--- src/rtl/asd_pkg.sv ---
`timescale 1ns / 1ps
// shared types, codes and constants for the adaptive sample decimator
// no dependencies; used by asd_div, adaptive_sample_decimator, asd_checker and tb
package asd_pkg;

    // shared divider operand widths
    localparam int DIVIDEND_W = 32;
    localparam int DIVISOR_W  = 16;
    localparam int DIV_CNT_W  = $clog2(DIVIDEND_W);
    localparam logic [DIV_CNT_W-1:0] DIV_LAST = DIV_CNT_W'(DIVIDEND_W - 1);

    // input commands
    localparam logic [2:0] CMD_SAMPLE = 3'd0;
    localparam logic [2:0] CMD_BATCH  = 3'd1;
    localparam logic [2:0] CMD_DRAIN  = 3'd2;
    localparam logic [2:0] CMD_TICK   = 3'd3;
    localparam logic [2:0] CMD_ENABLE = 3'd4;

    // result actions
    localparam logic [1:0] ACT_SKIP  = 2'd0;
    localparam logic [1:0] ACT_STAGE = 2'd1;
    localparam logic [1:0] ACT_DROP  = 2'd2;
    localparam logic [1:0] ACT_OTHER = 2'd3;

    // configuration register indexes
    localparam logic [1:0] CFG_ODR     = 2'd0;
    localparam logic [1:0] CFG_LOG     = 2'd1;
    localparam logic [1:0] CFG_PREVIEW = 2'd2;

    localparam logic [10:0] BUDGET_IDLE  = 11'd1300;
    localparam logic [10:0] BUDGET_LOG   = 11'd500;
    localparam logic [9:0]  WINDOW_LEN   = 10'd1000;
    localparam logic [13:0] PROBE_RECENT = 14'd10000;
    localparam logic [4:0]  CALM_CAP     = 5'd30;
    localparam logic [4:0]  CALM_STEP    = 5'd5;
    localparam logic [4:0]  CALM_MAX     = 5'd31;
    localparam logic [31:0] DROP_LIMIT   = 32'd10;
    localparam logic [2:0]  SHIFT_MAX    = 3'd4;
    localparam logic [7:0]  DECIM_MAX    = 8'd255;

    typedef struct packed {
        logic                  start;
        logic [DIVIDEND_W-1:0] dividend;
        logic [DIVISOR_W-1:0]  divisor;
    } t_div_req;

    typedef struct packed {
        logic                  done;
        logic [DIVIDEND_W-1:0] quot;
        logic [DIVISOR_W-1:0]  rem;
    } t_div_res;

    // sensor output data rate in hertz per rate code
    function automatic logic [12:0] rate_hz(input logic [3:0] code);
        logic [12:0] hz;
        case (code)
            4'd1:    hz = 13'd13;
            4'd2:    hz = 13'd26;
            4'd3:    hz = 13'd52;
            4'd4:    hz = 13'd104;
            4'd5:    hz = 13'd208;
            4'd6:    hz = 13'd416;
            4'd7:    hz = 13'd833;
            4'd8:    hz = 13'd1660;
            4'd9:    hz = 13'd3330;
            4'd10:   hz = 13'd6660;
            default: hz = 13'd0;
        endcase
        return hz;
    endfunction

endpackage

--- src/rtl/asd_div.sv ---
`timescale 1ns / 1ps
// restoring divider, one quotient bit per cycle, 32 steps per division
// depends on asd_pkg for the request and result structs
module asd_div (
    input  logic              i_clk,
    input  logic              i_rst_n,
    input  asd_pkg::t_div_req i_req,
    output asd_pkg::t_div_res o_res
);

    logic                           r_busy;
    logic                           r_done;
    logic [asd_pkg::DIV_CNT_W-1:0]  r_cnt;
    logic [asd_pkg::DIVISOR_W-1:0]  r_rem;
    logic [asd_pkg::DIVIDEND_W-1:0] r_quo;
    logic [asd_pkg::DIVISOR_W-1:0]  r_dvs;

    logic [asd_pkg::DIVISOR_W:0] trial;
    logic [asd_pkg::DIVISOR_W:0] diff;
    logic                        fits;

    // shift the next dividend bit into the partial remainder
    assign trial = {r_rem, r_quo[asd_pkg::DIVIDEND_W-1]};
    assign diff  = trial - {1'b0, r_dvs};
    assign fits  = trial >= {1'b0, r_dvs};

    always_ff @(posedge i_clk) begin
        if (!i_rst_n) begin
            r_busy <= 1'b0;
            r_done <= 1'b0;
            r_cnt  <= '0;
        end else begin
            r_done <= 1'b0;
            if (i_req.start) begin
                r_busy <= 1'b1;
                r_cnt  <= '0;
            end else if (r_busy) begin
                r_cnt <= r_cnt + 1'b1;
                if (r_cnt == asd_pkg::DIV_LAST) begin
                    r_busy <= 1'b0;
                    r_done <= 1'b1;
                end
            end
        end
    end

    always_ff @(posedge i_clk) begin
        if (i_req.start) begin
            r_rem <= '0;
            r_quo <= i_req.dividend;
            r_dvs <= i_req.divisor;
        end else if (r_busy) begin
            r_rem <= fits ? diff[asd_pkg::DIVISOR_W-1:0] : trial[asd_pkg::DIVISOR_W-1:0];
            r_quo <= {r_quo[asd_pkg::DIVIDEND_W-2:0], fits};
        end
    end

    assign o_res.done = r_done;
    assign o_res.quot = r_quo;
    assign o_res.rem  = r_rem;

endmodule

--- src/rtl/adaptive_sample_decimator.sv ---
`timescale 1ns / 1ps
// adaptive sample decimator: fifo bookkeeping, decimation and drop-driven backoff
// depends on asd_pkg and asd_div (shared divider for modulo and base factor)
//
//  channel | direction | handshake             | payload
//  --------+-----------+-----------------------+-----------------------------------------
//  s_*     | in        | s_tvalid / s_tready   | tuser cmd, tdata drain_count, send_ok
//  m_*     | out       | m_tvalid / m_tready   | tuser action, tdata slot..shift
//  cfg     | in        | i_cfg_valid / o_cfg_ready | i_cfg_index, i_cfg_data
//
// a sample item runs accept, 32 divider steps for index mod factor, result load
// a stream enable item also runs the divider for the base factor
// other items go straight to result load; a register write reruns the base factor divider
// reset is synchronous; the base factor comes up as 1 with no divider pass
// the block takes no item until the previous result is loaded into the output register
module adaptive_sample_decimator #(
    parameter int FIFO_DEPTH     = 256,
    parameter int PACKET_SAMPLES = 14,
    localparam int SLOT_W   = $clog2(FIFO_DEPTH),
    localparam int LVL_W    = $clog2(FIFO_DEPTH + 1),
    localparam int FIELD_W  = SLOT_W + LVL_W + 32 + 8 + 3,
    localparam int M_DATA_W = ((FIELD_W + 7) / 8) * 8
) (
    input  logic                i_clk,
    input  logic                i_rst_n,
    input  logic                s_tvalid,
    output logic                s_tready,
    input  logic [7:0]          s_tdata,   // drain_count [3:0], send_ok [4]
    input  logic [2:0]          s_tuser,   // cmd
    output logic                m_tvalid,
    input  logic                m_tready,
    output logic [M_DATA_W-1:0] m_tdata,   // write_slot, fifo_level, dropped_total,
                                           // effective_decim, adapt_shift
    output logic [1:0]          m_tuser,   // action
    input  logic                i_cfg_valid,
    output logic                o_cfg_ready,
    input  logic [1:0]          i_cfg_index,
    input  logic [15:0]         i_cfg_data
);

    typedef enum logic [3:0] {
        ST_IDLE = 4'b0001,
        ST_MOD  = 4'b0010,
        ST_BASE = 4'b0100,
        ST_EMIT = 4'b1000
    } t_state;

    t_state r_state;

    logic [3:0]        r_odr;
    logic              r_log;
    logic [15:0]       r_prev;
    logic [7:0]        r_base;
    logic [2:0]        r_shift;
    logic [4:0]        r_calm;
    logic [4:0]        r_need;
    logic [31:0]       r_prior;
    logic [31:0]       r_drop;
    logic [31:0]       r_sidx;
    logic [LVL_W-1:0]  r_fill;
    logic [SLOT_W-1:0] r_head;
    logic [9:0]        r_win;
    logic [13:0]       r_since;
    logic              r_base_emit;
    logic [1:0]        r_act;
    logic [SLOT_W-1:0] r_slot;
    logic              r_m_valid;
    logic [M_DATA_W-1:0] r_m_tdata;
    logic [1:0]        r_m_tuser;

    logic              s_acc;
    logic              cfg_acc;
    logic              cfg_known;
    logic [2:0]        cmd;
    logic [3:0]        dcount;
    logic              send_ok;
    logic [3:0]        c_odr;
    logic              c_log;
    logic [15:0]       c_prev;
    logic [10:0]       target;
    logic [11:0]       eff_wide;
    logic [7:0]        eff;
    logic [31:0]       drops;
    logic [4:0]        calm_inc;
    logic [3:0]        drain_n;
    logic              out_free;
    logic [7:0]        base_q;
    asd_pkg::t_div_req div_req;
    asd_pkg::t_div_res div_res;

    assign cmd     = s_tuser;
    assign dcount  = s_tdata[3:0];
    assign send_ok = s_tdata[4];

    assign o_cfg_ready = (r_state == ST_IDLE);
    assign s_tready    = (r_state == ST_IDLE) && !i_cfg_valid;
    assign cfg_acc     = i_cfg_valid && o_cfg_ready;
    assign s_acc       = s_tvalid && s_tready;
    assign out_free    = !r_m_valid || m_tready;

    always_comb begin
        c_odr     = r_odr;
        c_log     = r_log;
        c_prev    = r_prev;
        cfg_known = 1'b0;
        if (cfg_acc) begin
            unique case (i_cfg_index)
                asd_pkg::CFG_ODR: begin
                    c_odr     = i_cfg_data[3:0];
                    cfg_known = 1'b1;
                end
                asd_pkg::CFG_LOG: begin
                    c_log     = i_cfg_data[0];
                    cfg_known = 1'b1;
                end
                asd_pkg::CFG_PREVIEW: begin
                    c_prev    = i_cfg_data;
                    cfg_known = 1'b1;
                end
                default: cfg_known = 1'b0;
            endcase
        end
    end

    // link budget, lowered by a nonzero preview rate
    always_comb begin
        target = c_log ? asd_pkg::BUDGET_LOG : asd_pkg::BUDGET_IDLE;
        if (c_prev != 16'd0 && c_prev < {5'd0, target}) begin
            target = c_prev[10:0];
        end
    end

    assign eff_wide = {4'd0, r_base} << r_shift;
    assign eff      = (|eff_wide[11:8]) ? asd_pkg::DECIM_MAX : eff_wide[7:0];
    assign drops    = r_drop - r_prior;
    assign calm_inc = (r_calm < asd_pkg::CALM_MAX) ? r_calm + 5'd1 : r_calm;

    always_comb begin
        drain_n = dcount;
        if (LVL_W'(drain_n) > r_fill) begin
            drain_n = r_fill[3:0];
        end
        if (int'(drain_n) > PACKET_SAMPLES) begin
            drain_n = 4'(PACKET_SAMPLES);
        end
    end

    always_comb begin
        div_req.start    = 1'b0;
        div_req.dividend = 32'd0;
        div_req.divisor  = 16'd0;
        if (s_acc && cmd == asd_pkg::CMD_SAMPLE) begin
            div_req.start    = 1'b1;
            div_req.dividend = r_sidx;
            div_req.divisor  = {8'd0, eff};
        end else if (cfg_known || (s_acc && cmd == asd_pkg::CMD_ENABLE)) begin
            // ceiling of rate over budget
            div_req.start    = 1'b1;
            div_req.dividend = 32'(asd_pkg::rate_hz(c_odr)) + 32'(target) - 32'd1;
            div_req.divisor  = 16'(target);
        end
    end

    asd_div u_div (
        .i_clk   (i_clk),
        .i_rst_n (i_rst_n),
        .i_req   (div_req),
        .o_res   (div_res)
    );

    always_comb begin
        if (div_res.quot == 32'd0) begin
            base_q = 8'd1;
        end else if (div_res.quot > 32'(asd_pkg::DECIM_MAX)) begin
            base_q = asd_pkg::DECIM_MAX;
        end else begin
            base_q = div_res.quot[7:0];
        end
    end

    always_ff @(posedge i_clk) begin
        if (!i_rst_n) begin
            r_state     <= ST_IDLE;
            r_odr       <= '0;
            r_log       <= 1'b0;
            r_prev      <= '0;
            r_base      <= 8'd1;
            r_shift     <= '0;
            r_calm      <= '0;
            r_need      <= asd_pkg::CALM_STEP;
            r_prior     <= '0;
            r_drop      <= '0;
            r_sidx      <= '0;
            r_fill      <= '0;
            r_head      <= '0;
            r_win       <= '0;
            r_since     <= asd_pkg::PROBE_RECENT;
            r_base_emit <= 1'b0;
            r_m_valid   <= 1'b0;
        end else begin
            if (r_state == ST_EMIT && out_free) begin
                r_m_valid <= 1'b1;
            end else if (m_tready) begin
                r_m_valid <= 1'b0;
            end
            unique case (r_state)
                ST_IDLE: begin
                    if (cfg_acc) begin
                        r_odr  <= c_odr;
                        r_log  <= c_log;
                        r_prev <= c_prev;
                    end
                    if (cfg_known || (s_acc && cmd == asd_pkg::CMD_ENABLE)) begin
                        r_shift <= '0;
                        r_calm  <= '0;
                        r_need  <= asd_pkg::CALM_STEP;
                        r_since <= asd_pkg::PROBE_RECENT;
                        r_win   <= '0;
                    end
                    if (cfg_known) begin
                        r_base_emit <= 1'b0;
                        r_state     <= ST_BASE;
                    end else if (s_acc) begin
                        r_act  <= asd_pkg::ACT_OTHER;
                        r_slot <= '0;
                        case (cmd)
                            asd_pkg::CMD_SAMPLE: begin
                                r_sidx  <= r_sidx + 32'd1;
                                r_state <= ST_MOD;
                            end
                            asd_pkg::CMD_BATCH: begin
                                r_state <= ST_EMIT;
                                if (r_win >= asd_pkg::WINDOW_LEN) begin
                                    r_win   <= '0;
                                    r_prior <= r_drop;
                                    if (drops > asd_pkg::DROP_LIMIT) begin
                                        if (r_shift < asd_pkg::SHIFT_MAX) begin
                                            r_shift <= r_shift + 3'd1;
                                        end
                                        if (r_since < asd_pkg::PROBE_RECENT &&
                                            r_need < asd_pkg::CALM_CAP) begin
                                            r_need <= r_need + asd_pkg::CALM_STEP;
                                        end
                                        r_calm <= '0;
                                    end else if (drops == 32'd0) begin
                                        // calm window: probe one step down when calm long enough
                                        if (calm_inc >= r_need && r_shift != 3'd0) begin
                                            r_shift <= r_shift - 3'd1;
                                            r_since <= '0;
                                            r_calm  <= '0;
                                        end else begin
                                            r_calm <= calm_inc;
                                        end
                                    end else begin
                                        r_calm <= '0;
                                    end
                                end
                            end
                            asd_pkg::CMD_DRAIN: begin
                                r_state <= ST_EMIT;
                                r_fill  <= r_fill - LVL_W'(drain_n);
                                if (!send_ok) begin
                                    r_drop <= r_drop + 32'(drain_n);
                                end
                            end
                            asd_pkg::CMD_TICK: begin
                                r_state <= ST_EMIT;
                                if (r_win < asd_pkg::WINDOW_LEN) begin
                                    r_win <= r_win + 10'd1;
                                end
                                if (r_since < asd_pkg::PROBE_RECENT) begin
                                    r_since <= r_since + 14'd1;
                                end
                            end
                            asd_pkg::CMD_ENABLE: begin
                                r_fill      <= '0;
                                r_sidx      <= '0;
                                r_drop      <= '0;
                                r_prior     <= '0;
                                r_base_emit <= 1'b1;
                                r_state     <= ST_BASE;
                            end
                            default: r_state <= ST_EMIT;
                        endcase
                    end
                end
                ST_MOD: begin
                    if (div_res.done) begin
                        r_state <= ST_EMIT;
                        if (div_res.rem != 16'd0) begin
                            r_act <= asd_pkg::ACT_SKIP;
                        end else if (r_fill >= LVL_W'(FIFO_DEPTH)) begin
                            r_act  <= asd_pkg::ACT_DROP;
                            r_drop <= r_drop + 32'd1;
                        end else begin
                            r_act  <= asd_pkg::ACT_STAGE;
                            r_slot <= r_head;
                            r_head <= (r_head == SLOT_W'(FIFO_DEPTH - 1)) ? '0
                                                                          : r_head + 1'b1;
                            r_fill <= r_fill + 1'b1;
                        end
                    end
                end
                ST_BASE: begin
                    if (div_res.done) begin
                        r_base  <= base_q;
                        r_state <= r_base_emit ? ST_EMIT : ST_IDLE;
                    end
                end
                ST_EMIT: begin
                    if (out_free) begin
                        r_state <= ST_IDLE;
                    end
                end
                default: r_state <= ST_IDLE;
            endcase
        end
    end

    // result payload
    always_ff @(posedge i_clk) begin
        if (r_state == ST_EMIT && out_free) begin
            r_m_tuser <= r_act;
            r_m_tdata <= M_DATA_W'({r_shift, eff, r_drop, r_fill, r_slot});
        end
    end

    assign m_tvalid = r_m_valid;
    assign m_tdata  = r_m_tdata;
    assign m_tuser  = r_m_tuser;

endmodule

--- config.mk ---
export PLATFORM = sky130hd
export DESIGN_NAME = adaptive_sample_decimator
export DESIGN_NICKNAME = d
export VERILOG_FILES = /design/src/rtl/asd_pkg.sv /design/src/rtl/asd_div.sv /design/src/rtl/adaptive_sample_decimator.sv
export SDC_FILE = /design/constraint.sdc
export NUM_CORES = 1
export LEC_CHECK = 0
export BUFFER_PORTS_ARGS = -buffer_cell sky130_fd_sc_hd__buf_2
export CAP_MARGIN = 5
export CORE_ASPECT_RATIO = 1.75
export CORE_MARGIN = 5
export CORE_UTILIZATION = 32
export DETAILED_ROUTE_END_ITERATION = 10
export GPL_ROUTABILITY_DRIVEN = 0
export PLACE_DENSITY = 0.48
export SLEW_MARGIN = 15
export SYNTH_ARGS = -nofsm -noshare
export SYNTH_HDL_FRONTEND = slang
export SYNTH_HIERARCHICAL = 1
export SYNTH_SLANG_ARGS = --single-unit
--- constraint.sdc ---
create_clock -name i_clk -period 13.3 [get_ports i_clk]
set_input_delay 1.33 -clock i_clk [delete_from_list [all_inputs] [get_ports i_clk]]
set_output_delay 1.33 -clock i_clk [all_outputs]
set_load 0.03 [all_outputs]
==> results.txt, run 1 <==
The top fanout value on the critical path came out at 23. The arrival time at the worst endpoint is 8.74 ns. The final design utilization is 0.363. After synthesis the cells add up to 20100 µm². The clock sink count came out at 328.

The sequential element share of the synthesized area is 0.387. The initial standard-cell utilization of the core is 0.323. The mean area per synthesized cell is 8.55 µm². The overall via count from detail_route came out at 17407. The number of global-route vias before repair came out at 17413. The synthesized flop and latch total is 328.

In the final routed layout, each cell accounts on average for 19.3 µm. The layout filler cell count is 6389. The die is 341 µm tall. The total routed wirelength came out at 62.0 mm.

The total clock buffers created by CTS is 38. The proportion of layout cells with a drive suffix above 1 came out at 0.114. For this run, the leading register cell type out of synthesis is dfxtp_1. For this run, the detailed router's first-pass iteration total came to 5. The clock arrives with 0.0290 ns of skew. The worst setup path is of the flip-flop to flip-flop kind.

The layout net count is 2534. The reg-to-reg setup timing slack is 4.98 ns. The number of design rule violations left after detail routing came out at 0. The accumulated negative setup slack came out at 0 ns.

STA classifies the critical path endpoint as a flip-flop. In the synthesized netlist, the number of instances is 2348. Buffers added to address setup during post-CTS repair amount to 0. The number of enable flip-flop cells after synthesis is 120. The cell count of the worst reg-to-reg path came out at 28. The count of input and output buffers came out at 95.

The global-route congestion overflow total came out at 0. The number of DRC violations after detailed-routing iteration 0 came out at 1251. The clock tree buffer depth is 3. The most critical setup path has its startpoint at r_state[3]. The number of gates resized after CTS was 0. The final-report max-slew violation count came out at 0.

The share of flip-flops with an asynchronous set or reset after synthesis is 0. The areal power density over the cells came out at 171 nW/µm². The number of antenna violations at the first check in global routing was 0. The unique cell type count in the Yosys netlist is 99.

The slew at the pin with the worst max-slew slack came out at 1.21 ns. The launch point of the worst reg-to-reg path is r_state[3]. The required time of the critical path is 13.71 ns.

After detailed routing, the met3 layer carries 2.20 mm of wire. The first global-routing pass estimated 96.4 mm of wire. The routed length on met1 came out at 24.0 mm. OpenSTA, run right after detailed placement, puts the worst setup slack at 4.99 ns. The run finished with clean final reports.

The floorplan has 121 rows. The post-route minimum period came out at 8.32 ns. Setup repair after global routing left no endpoint under its margin.

After clock tree synthesis, the clock-pin slew on the worst setup and hold paths is 0.06 ns. The worst ir drop on vdd came out at 0.0980 mV. The core footprint came out at 62200 µm². The uppermost metal layer occupied by signal nets is met4. The synthesis warning total came out at 6.

The upper clock frequency limit is 120 MHz. TritonCTS built the clock tree. The count of nets left with antenna violations after detail routing came out at 0. Summed over all nets, the half-perimeter wirelength after detailed placement is 46.3 mm. The total of hold buffers inserted after clock tree synthesis is 0.

The headroom to the max-slew limit is 0.188. In this run the critical register-to-register path is captured at u_div/r_quo[17]. STA classifies the critical path startpoint as a flip-flop. In the global route stage, overall resource usage came out at 0.177. In this run the static leakage power is 8.84 nW. In the routed layout, each cell is associated on average with a via count of 5.42. The total of endpoints with negative setup slack in the final report came out at 0.

The share of the clock period used by the worst path is 0.626. For the worst-skew pair, the clock arrives at the later sink with an insertion delay of 0.57 ns. The class of the tightest hold or removal check is flip-flop to flip-flop.

The met2 routed wirelength is 33.5 mm. Max-cap violations in this run came to 0. The area of all sequential standard cells came out at 7770 µm². The number of primary I/O pins is 103.

From left edge to right edge, the die measures 199 µm. On the critical path, the stage with the largest delay is an instance of a2111oi_4. The number of hold violations in the final report is 0. The number of cells in the design after placement is 3142. The CTS H-tree depth came out at 2. The minimum setup slack in the final design is 4.98 ns. The instance count along the most critical hold path came out at 0. The area used by multi-input combinational logic is 11300 µm². The number of non-filler instances in the completed layout came out at 3213.

The die covers 68100 µm². In this run the clock root is driven by a clkbuf_16. Entering global routing, the biggest net connects 74 pins. Following the worst setup path forward leads to its endpoint at u_div/r_quo[17]. The relative area change from synthesis to final layout is 12.4%. On the worst path, the slowest cell contributes a delay of 0.84 ns.

By instance count, the cell type seen most on the critical path is a21oi_1.
power by group:
| group | leakage [nW] | internal (W) | switching, W |
|---|---|---|---|
| Clock | 0.667 | 0.000704 | 0.000453 |
| Sequential | 2.78 | 0.00120 | 0.0000941 |
| Combinational | 5.39 | 0.000543 | 0.000871 |
cell usage after synthesis (13+ instances only):
library cell	n	area [µm²]
nand4_1	43	269
a211oi_1	29	218
nor2_1	248	931
ha_1	112	1400
nor2b_1	19	119
a31oi_1	23	144
o21a_1	20	150
a21o_1	41	308
mux2i_1	46	460
nand2_1	220	826
a311oi_1	13	114
and2_1	20	125
edfxtp_1	120	3600
nor4_1	22	138
a21oi_1	191	956
or3_1	14	87.6
mux2_2	44	495
xor2_1	40	350
buf_2	14	70.1
clkbuf_1	99	372
o211ai_1	19	143
xnor2_1	37	324
nand3_1	88	440
and3_1	41	257
dfxtp_1	208	4160
inv_1	134	503
nand2b_1	30	188
nor3_1	57	285
o21ai_0	130	651
cell type report:
| type | instances | area share |
|---|---|---|
| multi-input combinational | 1761 | 0.500 |
| sequential | 328 | 0.344 |
| clock buffer | 54 | 0.0493 |
| tap | 799 | 0.0443 |
| timing repair buffer | 118 | 0.0287 |
| inverter | 136 | 0.0228 |
| clock inverter | 16 | 0.0110 |
| antenna | 1 | 0.000111 |
per-stage QoR:
stage	total power (W)	hold WS [ns]	instance area (µm²)
6_report	0.00386	0.416	22600
3_3_place_gp	0.00272	0.406	21200
4_1_cts	0.00392	0.419	22600
2_1_floorplan	0.00236	0.400	20100
3_5_place_dp	0.00274	0.405	21200
5_1_grt	0.00411	0.428	22600
sequential cells by signal, indices dropped and copies added (netlist names), 10 cells and up:
signal / count
m_tdata: 60
r_drop: 32
r_prior: 32
r_sidx: 32
u_div/r_quo: 32
r_prev: 16
u_div/r_dvs: 16
u_div/r_rem: 16
r_since: 14
r_win: 10
worst min-delay path by stage:
stage	startpoint	to
6_report	r_slot[7]	m_tdata[7]
5_1_grt	r_slot[4]	m_tdata[4]
4_1_cts	r_slot[3]	m_tdata[3]
3_5_place_dp	r_slot[3]	m_tdata[3]
3_3_place_gp	r_slot[2]	m_tdata[2]
2_1_floorplan	r_slot[0]	m_tdata[0]
metal layers:
metal  vias up  global-route usage
met5         -                   0
met4         0              0.0674
met3       116              0.0206
met2       377               0.341
met1      8356               0.193
li1       8558                   -
cells in the final DEF, fill, tap and decap left out, drive strengths merged, types with 43 or more instances in the layout:
master  netlist  routed
nor2        248     248
nand2       223     223
dfxtp       208     208
a21oi       194     194
o21ai       138     138
inv         134     136
edfxtp      120     120
buf          31     118
ha          112     112
nand3        88      88
nor3         57      57
clkbuf      100      54
mux2i        46      46
mux2         44      44
nand4        44      44
a21o         43      43
logic make-up (layout without fill, tap and decap cells):
logic type / Yosys count / in the layout / synth area share
other: 1 / 10 / 0.000187
adder cells (fa/ha/maj): 117 / 117 / 0.0748
flip-flops: 328 / 328 / 0.387
AND/OR/NAND/NOR: 867 / 867 / 0.210
AO/OA/AOI/OAI: 601 / 601 / 0.193
XOR/XNOR: 77 / 77 / 0.0336
buffers and inverters: 267 / 324 / 0.0543
multiplexers: 90 / 90 / 0.0476
worst max-delay path: cells and delay by family (launching register included):
| family | cells | cell delay (ns) |
|---|---|---|
| AND/OR/NAND/NOR | 5 | 2.38 |
| multiplexers | 2 | 0.77 |
| adder cells (fa/ha/maj) | 3 | 0.78 |
| buffers and inverters | 3 | 0.43 |
| flip-flops | 1 | 0.35 |
| AO/OA/AOI/OAI | 15 | 3.41 |
No activity file was read; power rests on OpenSTA's default activity.
==> run 2: changes to the inputs <==
==> constraint.sdc (replaced) <==
create_clock -name i_clk -period 8.48 [get_ports i_clk]
set_input_delay 0.848 -clock i_clk [delete_from_list [all_inputs] [get_ports i_clk]]
set_output_delay 0.848 -clock i_clk [all_outputs]
set_load 0.03 [all_outputs]
==> results.txt, run 2 (synthesized netlist as in run 1, its figures left out) <==
Leaving out fill and tap cells, the most frequent cells in the layout are nor2_1 (246), nand2_1 (219), dfxtp_1 (208), a21oi_1 (191), inv_1 (133). Setup violations remaining at the end of the flow were counted as 0. The number of global-route vias before repair came to 17394. The length of the first detailed-routing pass in iterations came out at 5. Max-cap violations in this run came to 0. The critical path runs through a total of 30 cells. The headroom to the max-slew limit came out at 0.297. The library cell used most frequently in the layout, excluding fill and tap cells, is nor2_1. After detailed placement, the total cell area comes to 21300 µm². The final-report max-slew violation count came to 0. The number of design rule violations left after detail routing came out at 0. Pin placement for this block handled 103 I/O pins. Counting both buffers and inverters, the worst setup path holds a total of 5. The worst ir drop on vdd came out at 0.195 mV.

Once layout is done, the placed cells without fillers occupy 22500 µm². Of the cells placed in the final design, the portion with a size suffix greater than 1 is 0.115. The clock input transition at the sequential cells of the worst setup and hold paths came out at 0.06 ns. The top fanout value on the critical path is 23.

The tree is rooted in a clkbuf_16. In this run the vertical extent of the chip is 341 µm. The leakage power total came out at 8.81 nW. The accumulated negative setup slack is 0 ns. The largest stage delay on the critical path is 0.70 ns.

The placement row count came out at 121. STA classifies the critical path startpoint as a flip-flop. The total routing resource utilization after global routing came out at 0.177. The layout net count is 2537. At the worst endpoint, the required time is 8.89 ns. The upper clock frequency limit is 129 MHz. The instance count along the most critical hold path came out at 0. The clock sink count is 328.

The run finished with clean final reports. The min-delay analysis places its worst path in the category flip-flop to flip-flop. Power comes to 0.00591 W. For the pin with the worst max-slew slack, the measured transition is 1.05 ns. The initial standard-cell utilization of the core is 0.323. The die footprint came out at 68100 µm². At the worst endpoint, the arrival time is 8.14 ns.

The count of nets left with antenna violations after detail routing is 0. After the first detailed-routing iteration, the DRC count stood at 967. STA classifies the critical path endpoint as a flip-flop.

The wire-length estimate of the detail-placed layout is 46.4 mm. The most numerous cell type found on the critical path is a21oi_1. The worst clock skew on the final layout is 0.0300 ns.

The total clock buffers created by CTS came out at 36. The global-route congestion overflow total is 0. In this run, post-CTS hold repair placed 0 buffers. The total routed wirelength came out at 61.9 mm. The areal power density over the cells is 263 nW/µm².

The reg-to-reg setup timing slack is 0.75 ns. At the end of the flow the core is filled with cells to 0.362. The number of vias per cell after detailed routing came out at 5.41. No sink is reached through more buffers than the 3 on the longest clock path.

The critical path's top delay family is compound AO/OA/AOI/OAI gates. The number of hold violations in the final report came out at 0. The buffers inserted during post-CTS setup optimization is 0. Measured along the x axis, the die boundary spans 199 µm. The first-pass GRT wire length came out at 96.6 mm. The critical path is of the flip-flop to flip-flop type. The wire length per cell came out at 19.3 µm. CTS built an H-tree with a depth of 2. The minimum setup slack after placement came out at 0.826 ns. Setup repair after global routing left no endpoint under its margin. The relative area change from synthesis to final layout came out at 12.1%. The number of flip-flops in the largest register came out at 60. The total area inside the core boundary comes to 62200 µm². The number of antenna violations at the first check in global routing is 0. After layout, the worst setup slack is 0.749 ns. The critical path's slowest cell is and3_1. The repair_antennas step left the layout with diodes totalling 0. Of the available clock period, the critical path in the final layout requires 0.912. The overall via count from detail_route came out at 17377.

The count of input and output buffers is 95. The cell count of the worst reg-to-reg path is 30. TritonCTS built the clock tree. The number of gates given a new drive strength after cts came out at 0. The pin count of the biggest net entering global routing came out at 52.

The post-route minimum period is 7.73 ns. The clock insertion delay at the later pin of the skew report is 0.55 ns.
-- run 2: path summary, 6_finish.rpt --
check                                start         endpoint
worst min register to register   r_slot[1]       m_tdata[1]
worst max register to register  r_state[3]  u_div/r_quo[29]
worst max-delay path            r_state[3]  u_div/r_quo[29]
worst min-delay path             r_slot[1]       m_tdata[1]
-- run 2: cell type report --
| class | count | area, µm² |
|---|---|---|
| clock inverter | 17 | 198 |
| timing repair buffer | 123 | 686 |
| inverter | 136 | 514 |
| fill | 6366 | 39700 |
| sequential | 328 | 7770 |
| clock buffer | 49 | 1050 |
| tap | 799 | 1000 |
| multi-input combinational | 1761 | 11300 |
-- run 2: where the power goes --
group          switching [W]  internal [W]  total, W
clock network       0.000681      0.000995   0.00168
registers           0.000149       0.00188   0.00203
logic                0.00135      0.000859   0.00221
-- run 2: per-layer routing --
layer	GRT usage	wire, µm	vias up
met5	0	0	-
met4	0.0766	2730	0
met3	0.0165	1900	149
met2	0.337	33100	387
met1	0.197	24200	8302
li1	-	-	8539
-- run 2: per-stage QoR --
stage	hold WS, ns	cells
floorplan	0.400	2356
global placement	0.405	3147
detailed placement	0.405	3147
CTS	0.419	3213
global route	0.423	3213
finish	0.417	3213
==> run 3: changes to the inputs <==
--- a/config.mk
+++ b/config.mk
@@ -12,7 +12,7 @@
 export CORE_UTILIZATION = 32
 export DETAILED_ROUTE_END_ITERATION = 10
 export GPL_ROUTABILITY_DRIVEN = 0
-export PLACE_DENSITY = 0.48
+export PLACE_DENSITY = 0.54
 export SLEW_MARGIN = 15
 export SYNTH_ARGS = -nofsm -noshare
 export SYNTH_HDL_FRONTEND = slang
==> results.txt, run 3 (synthesized netlist as in run 1, its figures left out) <==
The number of global-route vias before repair is 17639. The die footprint came out at 68100 µm². The placement row count is 121.

The number of antenna violations at the first check in global routing came out at 0. The clock input transition at the sequential cells of the worst setup and hold paths is 0.07 ns. Dividing total power by cell area gives a power density of 266 nW/µm².

The critical path starts at r_state[3]. The reg-to-reg setup timing slack came out at 1.17 ns. The critical path ends at u_div/r_quo[29]. The layout net count came out at 2535. The worst clock skew on the final layout came out at 0.0344 ns. The minimum setup slack after placement came out at 1.18 ns. The number of hold violations in the final report is 0. The cell that appears most often on the critical path is a21oi_1. The initial utilization of the core area, before any placement, comes to 0.323. The total clock buffers created by CTS is 37. The buffers inserted during post-CTS setup optimization came out at 0. The global-route congestion overflow total came out at 0. On the critical path, the stage with the largest delay is an instance of and3_1. The CTS H-tree depth is 2. IR analysis of the VDD net gives a maximum drop of 0.190 mV. The total of hold buffers inserted after clock tree synthesis came out at 0. The number of vias per cell after detailed routing came out at 5.48. In this run, the number of DRC markers left after iteration 0 of detailed routing was 1116. TritonCTS built the clock tree. The core footprint is 62200 µm². At the pin with the least slew margin, the transition time is 1.03 ns. No sink is reached through more buffers than the 3 on the longest clock path. The net switching power is 0.00222 W.

The area growth from synthesis to layout is 12.3%. The number of flip-flops in the largest register is 60. The library cell used most frequently in the layout, excluding fill and tap cells, is nor2_1. The worst setup path is captured at a flip-flop. The accumulated negative setup slack is 0 ns. The worst register-to-register path begins at r_state[3]. The share of total power in combinational logic came out at 0.368. The minimum setup slack in the final design is 1.17 ns.

In the global route stage, overall resource usage came out at 0.171. The die height came out at 341 µm. The routed layout has 17593 vias. Setup violations remaining at the end of the flow were counted as 0. The count of maximum capacitance violations is 0. The internal power of the cells came out at 0.00379 W.

In this run the horizontal extent of the chip is 199 µm. In this design, the stage delay of the slowest critical-path cell is 0.67 ns. The overall power of the completed layout is 0.00601 W. Setup repair after global routing left no endpoint under its margin.

The top cell types in the final layout, fill and taps aside, are nor2_1 (246), nand2_1 (219), dfxtp_1 (208), a21oi_1 (191), inv_1 (133). During placement, the flow inserted port buffers numbering 95. The count of nets left with antenna violations after detail routing came out at 0. The flow ran to the end, and the final reports show no timing, DRC or antenna violations. The clock share of power is 0.296. The wire length per cell is 18.7 µm.

The endpoint of the lowest-slack register-to-register path is u_div/r_quo[29]. In the routed design, unresolved DRC markers number 0. The clock sink count is 328. At the later pin of the worst-skew pair, clock insertion delay measures 0.55 ns. The total routed wirelength came out at 60.0 mm. The arrival time at the worst endpoint came out at 7.72 ns. Of all nets on the critical path, the largest fanout is 23.

The headroom to the max-slew limit is 0.308. For this design the static power due to leakage is 8.83 nW. The wire-length estimate of the detail-placed layout is 44.8 mm.

The final hold slack came out at 0.403 ns. The worst hold path belongs to the class flip-flop to flip-flop. The proportion of layout cells with a drive suffix above 1 came out at 0.117. STA classifies the critical path startpoint as a flip-flop.

The proportion of total power due to net switching came out at 0.369. The cell count of the worst reg-to-reg path came out at 30. The critical path is of the flip-flop to flip-flop type. The share of the clock period used by the worst path is 0.862. The upper clock frequency limit is 137 MHz.

After detailed routing, the wire length on met1 is 22.7 mm. The diode insertion count for antenna repair came out at 0. The met3 wirelength from detailed routing came out at 2.13 mm. The length of the first detailed-routing pass in iterations is 5. The first-pass GRT wire length is 94.6 mm.

The required time of the critical path is 8.89 ns. Of the total power, registers draw 0.336. Entering global routing, the biggest net connects 67 pins.

The final-report max-slew violation count came out at 0. The met2 routed wirelength came out at 32.2 mm. The post-route minimum period is 7.31 ns. The buffer cell driving the clock tree root is clkbuf_16. The number of gates given a new drive strength after cts came out at 0.

The number of primary I/O pins came out at 103. The uppermost metal layer occupied by signal nets is met4.
==> run 3: power by group through the flow <==
| stage | combinational, W | sequential (W) | clock (W) |
|---|---|---|---|
| after global placement | 0.00217 | 0.00205 | 0 |
| after detailed placement | 0.00220 | 0.00206 | 0 |
| final | 0.00221 | 0.00202 | 0.00178 |
| after global routing | 0.00244 | 0.00205 | 0.00190 |
| after floorplan | 0.00166 | 0.00204 | 0 |
| after CTS | 0.00221 | 0.00203 | 0.00183 |
==> run 3: area by class of cell <==
type                            instances  area (µm²)
Clock inverter                         23         313
Sequential cell                       328        7770
Fill cell                            6304       39700
Multi-Input combinational cell       1761       11300
Tap cell                              799        1000
Inverter                              136         514
Timing Repair Buffer                  120         663
Clock buffer                           44        1010
==> run 3: how the worst min path moves through the flow <==
stage,to,slack (ns),start,cells after the start
after global routing,m_tdata[4],0.41,r_slot[4],0
after CTS,m_tdata[4],0.41,r_slot[4],0
after detailed placement,m_tdata[4],0.40,r_slot[4],0
after global placement,m_tdata[3],0.40,r_slot[3],0
after floorplan,m_tdata[0],0.40,r_slot[0],0
final,m_tdata[4],0.40,r_slot[4],0
==> run 3: through the flow <==
stage	cells	instance area [µm²]	util
floorplan	2356	20100	-
global placement	3144	21200	0.341
detailed placement	3144	21200	0.341
CTS	3211	22600	0.363
global route	3211	22600	0.363
finish	3211	22600	0.363
==> run 3: critical path: cells and delay by family, from the launching register on <==
family                   cells  cell delay [ns]
AO/OA/AOI/OAI               15             2.90
AND/OR/NAND/NOR              5             1.70
buffers and inverters        5             0.86
adder cells (fa/ha/maj)      3             0.78
multiplexers                 2             0.57
flip-flops                   1             0.34
==> run 3: per-layer routing <==
metal	track usage	vias to the layer above
met2	0.327	446
met1	0.183	8422
li1	-	8550
met3	0.0201	175
met4	0.0817	0
met5	0	-
